<file path="src/hdl/mavg_pkg.sv">
`timescale 1ns / 1ps
// ----------------------------------------------------------------------------
// mavg_pkg
// Shared types and constants for the moving average min/max tracker.
// ----------------------------------------------------------------------------
package mavg_pkg;

    localparam int LEVEL_W    = 12;
    localparam int THR_W      = 12;
    localparam int THR_RESET  = 512;
    localparam int LOW_RESET  = 256;
    localparam int HIGH_RESET = 512;

    typedef enum logic [1:0] {
        KIND_VALUE = 2'd0,
        KIND_MIN   = 2'd1,
        KIND_MAX   = 2'd2
    } report_kind_t;

endpackage

</file>
<file path="src/hdl/mavg_ram.sv">
`timescale 1ns / 1ps
// ----------------------------------------------------------------------------
// mavg_ram
// Simple dual-port RAM, one write and one read port, registered read data.
// A read and a write of the same entry in one cycle returns the old data.
// ----------------------------------------------------------------------------
module mavg_ram #(
    parameter int WIDTH = 12,
    parameter int DEPTH = 5
) (
    input  logic                                      aclk,
    input  logic                                      wr_en,
    input  logic [((DEPTH > 1) ? $clog2(DEPTH) : 1)-1:0] wr_addr,
    input  logic [WIDTH-1:0]                          wr_data,
    input  logic                                      rd_en,
    input  logic [((DEPTH > 1) ? $clog2(DEPTH) : 1)-1:0] rd_addr,
    output logic [WIDTH-1:0]                          rd_data
);

    logic [WIDTH-1:0] mem [DEPTH];
    logic [WIDTH-1:0] rd_data_reg;

    always_ff @(posedge aclk) begin
        if (wr_en) begin
            mem[wr_addr] <= wr_data;
        end
        if (rd_en) begin
            rd_data_reg <= mem[rd_addr];
        end
    end

    assign rd_data = rd_data_reg;

endmodule

</file>
<file path="src/hdl/moving_average_minmax_tracker_top.sv">
`timescale 1ns / 1ps
// ----------------------------------------------------------------------------
// moving_average_minmax_tracker_top
// Boxcar moving average over the last WINDOW samples with min/max tracking.
//
//   channel   dir   handshake          payload
//   s_        in    s_valid/s_ready    s_sample
//   m_        out   m_valid/m_ready    m_report_kind, m_level, m_last
//   cfg_      in    cfg_wr_en          cfg_wr_data (calibration threshold)
//
// One sample enters per cycle unless the pipeline stalls or the reset sweep
// runs. A sample yields 1 to 3 reports, or none when absorbed; the single
// output register sends one report per cycle unless m_ready holds it. The
// first report passes stage registers b, c, d and the output register.
// The sample ring sits in a RAM read and rewritten at the ring position in
// the cycle of the transfer. Reset clears every ring entry by a sweep with
// s_ready low. A stall on m_ready holds the stages behind a pending report.
// ----------------------------------------------------------------------------
module moving_average_minmax_tracker_top #(
    parameter int WINDOW      = 5,
    parameter int SAMPLE_BITS = 12
) (
    input  logic                             aclk,
    input  logic                             aresetn,
    input  logic                             s_valid,
    output logic                             s_ready,
    input  logic [SAMPLE_BITS-1:0]           s_sample,
    output logic                             m_valid,
    input  logic                             m_ready,
    output mavg_pkg::report_kind_t           m_report_kind,
    output logic [mavg_pkg::LEVEL_W-1:0]     m_level,
    output logic                             m_last,
    input  logic                             cfg_wr_en,
    input  logic [mavg_pkg::THR_W-1:0]       cfg_wr_data
);
    import mavg_pkg::*;

    localparam int POS_W  = (WINDOW > 1) ? $clog2(WINDOW) : 1;
    localparam int LOG_W  = $clog2(WINDOW);
    localparam int TOT_W  = SAMPLE_BITS + LOG_W;
    localparam int SH     = TOT_W + LOG_W;
    localparam int EXT_W  = (SAMPLE_BITS > LEVEL_W) ? SAMPLE_BITS : LEVEL_W;
    localparam longint unsigned RECIP_L = ((64'd1 << SH) + WINDOW - 1) / WINDOW;
    localparam logic [TOT_W:0] RECIP  = RECIP_L[TOT_W:0];

    // clearing sweep
    logic                   clr_busy_reg;
    logic [POS_W-1:0]       clr_pos_reg;

    logic [POS_W-1:0]       pos_reg;
    logic [POS_W-1:0]       pos_next;
    logic                   b_valid_reg;
    logic [SAMPLE_BITS-1:0] b_sample_reg;
    logic [SAMPLE_BITS-1:0] old_sample;
    logic [TOT_W-1:0]       total_reg;
    logic [TOT_W-1:0]       total_next;
    logic                   c_valid_reg;
    logic [TOT_W-1:0]       c_total_reg;
    logic [2*TOT_W:0]       product;
    logic [EXT_W-1:0]       avg_c;
    logic                   d_valid_reg;
    logic [EXT_W-1:0]       d_avg_reg;
    logic                   cal_reg;
    logic [EXT_W-1:0]       low_reg;
    logic [EXT_W-1:0]       high_reg;
    logic [THR_W-1:0]       thr_reg;
    logic                   sent_min_reg;
    logic                   sent_max_reg;
    logic                   m_valid_reg;
    report_kind_t           m_kind_reg;
    logic [LEVEL_W-1:0]     m_level_reg;
    logic                   m_last_reg;

    logic                   absorb;
    logic                   need_min;
    logic                   need_max;
    report_kind_t           cur_kind;
    logic                   out_free;
    logic                   emit;
    logic                   d_done;
    logic                   adv;
    logic                   accept;
    logic                   ram_wr_en;
    logic [POS_W-1:0]       ram_wr_addr;
    logic [SAMPLE_BITS-1:0] ram_wr_data;

    // ring storage
    mavg_ram #(
        .WIDTH (SAMPLE_BITS),
        .DEPTH (WINDOW)
    ) u_ring (
        .aclk    (aclk),
        .wr_en   (ram_wr_en),
        .wr_addr (ram_wr_addr),
        .wr_data (ram_wr_data),
        .rd_en   (accept),
        .rd_addr (pos_reg),
        .rd_data (old_sample)
    );

    assign ram_wr_en   = clr_busy_reg || accept;
    assign ram_wr_addr = clr_busy_reg ? clr_pos_reg : pos_reg;
    assign ram_wr_data = clr_busy_reg ? '0 : s_sample;

    assign adv     = !d_valid_reg || d_done;
    assign s_ready = adv && !clr_busy_reg;
    assign accept  = s_valid && s_ready;

    assign pos_next   = (pos_reg == POS_W'(WINDOW - 1)) ? '0 : pos_reg + 1'b1;
    assign total_next = total_reg - TOT_W'(old_sample) + TOT_W'(b_sample_reg);
    assign product    = (2*TOT_W+1)'(c_total_reg) * (2*TOT_W+1)'(RECIP);
    assign avg_c      = EXT_W'(product[SH +: SAMPLE_BITS]);

    assign absorb   = !cal_reg && (d_avg_reg < EXT_W'(thr_reg));
    assign need_min = !cal_reg || (d_avg_reg < low_reg);
    assign need_max = !cal_reg || (d_avg_reg > high_reg);
    assign cur_kind = (need_min && !sent_min_reg) ? KIND_MIN :
                      (need_max && !sent_max_reg) ? KIND_MAX : KIND_VALUE;
    assign out_free = !m_valid_reg || m_ready;
    assign emit     = d_valid_reg && !absorb && out_free;
    assign d_done   = d_valid_reg && (absorb || (out_free && cur_kind == KIND_VALUE));

    always_ff @(posedge aclk) begin
        if (!aresetn) begin
            clr_busy_reg <= 1'b1;
            clr_pos_reg  <= '0;
            pos_reg      <= '0;
            total_reg    <= '0;
            b_valid_reg  <= 1'b0;
            c_valid_reg  <= 1'b0;
            d_valid_reg  <= 1'b0;
            cal_reg      <= 1'b0;
            low_reg      <= EXT_W'(LOW_RESET);
            high_reg     <= EXT_W'(HIGH_RESET);
            thr_reg      <= THR_W'(THR_RESET);
            sent_min_reg <= 1'b0;
            sent_max_reg <= 1'b0;
            m_valid_reg  <= 1'b0;
        end else begin
            if (clr_busy_reg) begin
                if (clr_pos_reg == POS_W'(WINDOW - 1)) begin
                    clr_busy_reg <= 1'b0;
                end
                clr_pos_reg <= clr_pos_reg + 1'b1;
            end
            if (cfg_wr_en) begin
                thr_reg <= cfg_wr_data;
            end
            if (adv) begin
                b_valid_reg <= accept;
                c_valid_reg <= b_valid_reg;
                d_valid_reg <= c_valid_reg;
                if (accept) begin
                    pos_reg <= pos_next;
                end
                if (b_valid_reg) begin
                    total_reg <= total_next;
                end
            end
            if (d_done) begin
                sent_min_reg <= 1'b0;
                sent_max_reg <= 1'b0;
                if (!absorb) begin
                    cal_reg <= 1'b1;
                    if (need_min) begin
                        low_reg <= d_avg_reg;
                    end
                    if (need_max) begin
                        high_reg <= d_avg_reg;
                    end
                end
            end else if (emit) begin
                if (cur_kind == KIND_MIN) begin
                    sent_min_reg <= 1'b1;
                end
                if (cur_kind == KIND_MAX) begin
                    sent_max_reg <= 1'b1;
                end
            end
            if (emit) begin
                m_valid_reg <= 1'b1;
            end else if (m_ready) begin
                m_valid_reg <= 1'b0;
            end
        end
    end

    // payload, no reset
    always_ff @(posedge aclk) begin
        if (adv) begin
            b_sample_reg <= s_sample;
            c_total_reg  <= total_next;
            d_avg_reg    <= avg_c;
        end
        if (emit) begin
            m_kind_reg  <= cur_kind;
            m_level_reg <= d_avg_reg[LEVEL_W-1:0];
            m_last_reg  <= (cur_kind == KIND_VALUE);
        end
    end

    assign m_valid       = m_valid_reg;
    assign m_report_kind = m_kind_reg;
    assign m_level       = m_level_reg;
    assign m_last        = m_last_reg;

endmodule

</file>
<file path="config.mk">
export PLATFORM = sky130hd
export DESIGN_NAME = moving_average_minmax_tracker_top
export DESIGN_NICKNAME = d
export VERILOG_FILES = /design/src/hdl/mavg_pkg.sv /design/src/hdl/mavg_ram.sv /design/src/hdl/moving_average_minmax_tracker_top.sv
export SDC_FILE = /design/constraint.sdc
export NUM_CORES = 1
export LEC_CHECK = 0
export BUFFER_PORTS_ARGS = -buffer_cell sky130_fd_sc_hd__buf_2
export CAP_MARGIN = 20
export CORE_ASPECT_RATIO = 0.9
export CORE_MARGIN = 4
export CORE_UTILIZATION = 65
export DETAILED_ROUTE_END_ITERATION = 10
export PLACE_DENSITY = 0.83
export SLEW_MARGIN = 20
export SYNTH_ARGS = -nofsm -noshare
export SYNTH_HDL_FRONTEND = slang
export SYNTH_HIERARCHICAL = 1
export SYNTH_SLANG_ARGS = --single-unit
</file>
<file path="constraint.sdc">
create_clock -name aclk -period 10.8 [get_ports aclk]
set_clock_uncertainty 0.05 [all_clocks]
set_input_delay 2.16 -clock aclk [delete_from_list [all_inputs] [get_ports aclk]]
set_output_delay 2.16 -clock aclk [all_outputs]
set_load 0.01 [all_outputs]
</file>
* Word-level counts from Yosys, hierarchy flattened
Memories as Yosys holds them, arrays and structs flattened. A register that Yosys moved wholly into a read port is not among the register bits.
Cells that the tools add are included.
** Word-level totals
- Flip-flop bits (word level) :: 119
- Bits in writable memories :: 60
- Output and inout bits :: 17
- Memories kept :: 1
** Memory list
- u_ring.mem :: depth 5, width 12, rd ports 1, clocked after Yosys merged registers in 1, wr ports 1, line mavg_ram.sv:20 : logic [WIDTH-1:0] mem [DEPTH];
** Operators by class
- Add/subtract/negate cells :: 4
- $mul :: 1
- $lt $le $gt $ge :: 3
- Eq/ne operators :: 4
- Multiplexer cells :: 11
- Bitwise operators :: 2
- Reductions and logical operators :: 32
** Operators with widths (count)
- $mul A15 B16 Y30 const B :: 1
- $lt A12 B12 Y1 :: 2
- $add A15 B12 Y15 :: 1
- $sub A15 B12 Y15 :: 1
- $gt A12 B12 Y1 :: 1
- $mux W12 :: 1
- $reduce_and A2 Y1 :: 5
- $logic_and A1 B1 Y1 :: 9
- $logic_not A1 Y1 :: 7
- $add A3 B1 Y3 const B :: 2
- $eq A3 B3 Y1 const B :: 2
- $logic_or A1 B1 Y1 :: 6
- $mux W1 :: 6
- $mux W3 :: 2
- $reduce_and A3 Y1 :: 2
- $mux W2 :: 2
- $eq A2 B1 Y1 const B :: 1
- $eq A2 B2 Y1 const B :: 1
- $logic_not A2 Y1 :: 1
- $not A1 Y1 :: 2
- $reduce_bool A2 Y1 :: 1
- $reduce_or A2 Y1 :: 1

* Depth between registers and ports, before layout
- Word-level depth :: 15
- Gate-level depth with buffers :: 21
- Depth with buffers taken out :: 21

* Cells and area by module
The synthesis kept the hierarchy.
** By module, submodules not included
- moving_average_minmax_tracker_top :: times used 1, cells an instance 945, area each 9502.9 sq um, sequential area each 2922.8 sq um
- mavg_ram :: times used 1, cells an instance 147, area each 2874.0 sq um, sequential area each 2162.1 sq um

* Worst setup path before layout
No wires, ideal clock.
- Path type :: reg-to-reg
- From :: reg c_total_reg[13]
- To :: reg d_avg_reg[8] (data pin)
- Setup time :: 258 ps
- Arrival time :: 4808 ps
- Path slack :: 5684 ps
- Stages on the path, launching flop included :: 21
- Cell sequence :: edfxtp_1 -> inv_1 -> ha_1 -> inv_1 -> fa_1 -> inv_1 -> fa_1 -> inv_1 -> ha_1 -> xor2_1 -> fa_1 -> fa_1 -> ha_1 -> nand4_1 -> a211oi_1 -> a2bb2oi_1 -> a21oi_1 -> o21ai_0 -> o21bai_1 -> a21oi_1 -> xnor2_1
** On the way
- Longest elaborated chain between the ends :: 1
** Ends and longest elaborated chain
- start, declared :: line moving_average_minmax_tracker_top.sv:58 : logic [TOT_W-1:0] c_total_reg;
- start signal, assigned :: line moving_average_minmax_tracker_top.sv:192 : c_total_reg <= total_next;
- $mul A15 B16 Y30 :: line moving_average_minmax_tracker_top.sv:111 : assign product = (2*TOT_W+1)'(c_total_reg) * (2*TOT_W+1)'(RECIP);
- via product[26] :: line moving_average_minmax_tracker_top.sv:59 : logic [2*TOT_W:0] product;
- end signal, assigned :: line moving_average_minmax_tracker_top.sv:193 : d_avg_reg <= avg_c;
- end, declared :: line moving_average_minmax_tracker_top.sv:62 : logic [EXT_W-1:0] d_avg_reg;
The timed path passes the listed nets, and every way through them passes these cells.
A chain may end at the register's enable or synchronous reset.

* Final worst setup path
- From :: reg c_total_reg[7]
- To :: reg d_avg_reg[8] (data pin)
Same word-level chain as after synthesis.

==> impl_metrics.json <==
{
  "largest_reg_flops": 60,
  "cts-root-buf": "clkbuf_16",
  "yosysSeqAreaShare_pct": 41.08,
  "cts_tree": "done",
  "hold_path_end": "high_reg[2]",
  "routed_wl_mm": 24.32,
  "start_util_pct": 66.82,
  "synth_nets": 1351,
  "synth_top_family_by_area": "adder cells",
  "die-area_um2": 21320,
  "clockBufferDepth": 2,
  "cts_buffers": 17,
  "ctsResizeCount": 0,
  "clk_pin_slew_ps": 80,
  "dp_hpwl_mm": 18.05,
  "status": "completed",
  "fin_crit_sh_pct": 52.80,
  "synth_compound_area_share_pct": 10.42,
  "top_level_ports": 46,
  "rsz0062_at_grt": "no",
  "met1_usage_pct": 32.66,
  "h-tree-depth": 4,
  "synthDistinctLibCells": 61,
  "die_y_um": 138.9,
  "syn_avg_cell_area_um2": 11.33,
  "die_w_um": 153.5,
  "vias": 7961,
  "reg2reg_depth": 19,
  "firstDrtPassIters": 5,
  "clock.fmax_ghz": 0.1754,
  "criticalPathCategory": "flip-flop to flip-flop",
  "worst_setup_path_start_kind": "flip-flop",
  "synth_edf_count": 126,
  "gp_congestion": 0.9176,
  "grt_pass1_wl_mm": 40.86,
  "whs_path_depth": 2,
  "ant_nets": 0,
  "met2_usage_pct": 39.80,
  "worstHoldStart": "high_reg[2]",
  "drive_gt1_share_pct": 10.87,
  "crit-reg2reg-launch": "c_total_reg[7]",
  "max_slew_margin_pct": 34.36,
  "grt_overflow": 0,
  "grt_max_degree": 44,
  "grtUsageMet3_pct": 5.179,
  "min-delay-path-class": "flip-flop to flip-flop",
  "finalHoldViolations": 0,
  "cp.arrival_ps": 5850,
  "ctsHoldBuffers": 0,
  "synth-simple-area-share_pct": 8.148,
  "area_delta_synth_final_pct": 8.947,
  "ys_warn_count": 6,
  "synth-xor-area-share_pct": 2.477,
  "worstMarginPinSlew_ps": 983.2,
  "via_per_inst": 5.707,
  "wl_per_cell_um": 17.43,
  "setup_violations": 0,
  "ys_async_sr_fraction_pct": 0,
  "synthCells": 1092,
  "num_rows": 47,
  "insertion_delay_ps": 440,
  "grt_pass1_vias": 8137,
  "core-area_um2": 18520,
  "nets": 1396,
  "post_cts_buffers": 0,
  "setup_tns_ps": 0,
  "cp.required_ps": 10950,
  "period_needed_ps": 5703,
  "synthAdderAreaFrac_pct": 27.32,
  "r2r-end": "d_avg_reg[8]",
  "grt.busiest_layer": "met2",
  "muxShareOfSynthArea_pct": 3.073,
  "reg2reg_slack_ps": 5100,
  "drc": 0,
  "finalMaxSlewViolations": 0,
  "syn-cell-area_um2": 12380,
  "ys_seq_elements": 191,
  "drt_iter0_markers": 457,
  "numPortBuffers": 45,
  "antenna_found_initial": 0,
  "critPathCaptureType": "flip-flop",
  "crit_path_max_fanout": 5,
  "cap_violations": 0,
  "track_usage_pct": 23.93,
  "synth_flop_cell": "edfxtp_1",
  "cts_sinks": 191,
  "diodes": 0
}
## cells by family after synthesis
group	after synthesis
simple gates	204
flops	191
buf+inv	225
mux	38
compound gates	169
xor+xnor	35
fa+ha+maj	230
## worst max-delay path, stage by stage (launching register included)
cell       delay, ps
edfxtp_1         450
inv_1             70
ha_1             310
inv_1             70
ha_1             320
xnor2_1          350
inv_1            120
fa_1             450
fa_1             430
fa_1             510
fa_1             490
ha_1             320
nand4_1          120
a211oi_1         200
a2bb2oi_1        120
a21oi_1          360
o21ai_0          210
o21bai_1         260
a21oi_1          130
xnor2_1          130
## stage by stage
step	cell area [um^2]	instances	hold WS [ps]	utilization (%)	setup slack (ps)
after CTS	13480	1394	425.8	72.75	5110
final	13480	1395	420.8	72.79	5097
after floorplan	12380	1092	378.9	-	5684
after global routing	13480	1395	437.1	72.79	4772
after detailed placement	12820	1362	396.7	69.20	5118
after global placement	12820	1362	388.4	69.20	5326
## layer usage
metal | vias up | wire length (um) | share of wire, %
li1 | 3846 | - | -
met3 | 29 | 1713 | 7.0
met1 | 3854 | 10360 | 43
met2 | 232 | 11900 | 49
met5 | - | 0 | 0
met4 | 0 | 338 | 1.4
## cells in the mapped netlist (all sizes together), types with 4 or more instances
library cell,instances,area share (%)
buf,15,1.1
inv,197,6.0
a21o,15,0.91
o211ai,5,0.30
fa,67,11
xnor2,24,1.7
and3,4,0.20
nor2,59,1.8
edfxtp,126,31
and2b,5,0.30
nand2,47,1.4
and2,4,0.20
xor2,11,0.78
ha,163,16
a31oi,5,0.25
clkbuf,13,0.42
nand4,8,0.40
dfxtp,65,11
or2,5,0.25
a211oi,19,1.6
a21oi,40,1.6
nand3,24,0.97
nand2b,10,0.57
nor2b,25,1.3
a221oi,13,1.5
mux2i,38,3.1
o31ai,14,0.85
o21ai,34,1.4
o21a,4,0.24
## area by class of cell
type / instances / area, um^2
Tap cell: 245 / 306.5
Fill cell: 1250 / 5040
Clock inverter: 15 / 232.7
Inverter: 197 / 739.5
Multi-Input combinational cell: 676 / 6401
Sequential cell: 191 / 5086
Clock buffer: 17 / 425.4
Timing Repair Buffer: 54 / 292.8
## placed cells by master (no fill, tap or decap), types with 9 or more instances in the layout
| cell type | count |
|---|---|
| a211oi_1 | 9 |
| a211oi_2 | 10 |
| a21o_1 | 15 |
| a21oi_1 | 39 |
| a221oi_2 | 12 |
| buf_2 | 45 |
| buf_4 | 9 |
| clkbuf_16 | 17 |
| dfxtp_1 | 64 |
| edfxtp_1 | 126 |
| fa_1 | 67 |
| ha_1 | 163 |
| inv_1 | 197 |
| mux2i_1 | 38 |
| nand2_1 | 47 |
| nand2b_1 | 9 |
| nand3_1 | 24 |
| nor2_1 | 59 |
| nor2b_1 | 25 |
| o21ai_0 | 31 |
| o31ai_1 | 14 |
| xnor2_1 | 24 |
| xor2_1 | 11 |
## worst max-delay path by stage
stage,from,to
2_1_floorplan,c_total_reg[13],d_avg_reg[8]
3_3_place_gp,c_total_reg[13],d_avg_reg[11]
3_5_place_dp,c_total_reg[7],d_avg_reg[8]
4_1_cts,c_total_reg[7],d_avg_reg[8]
5_1_grt,c_total_reg[7],d_avg_reg[11]
6_report,c_total_reg[7],d_avg_reg[8]
Power is left out: the tool's default activity adds up to more than one toggle a clock period on the data nets, which glitch-free logic cannot reach.
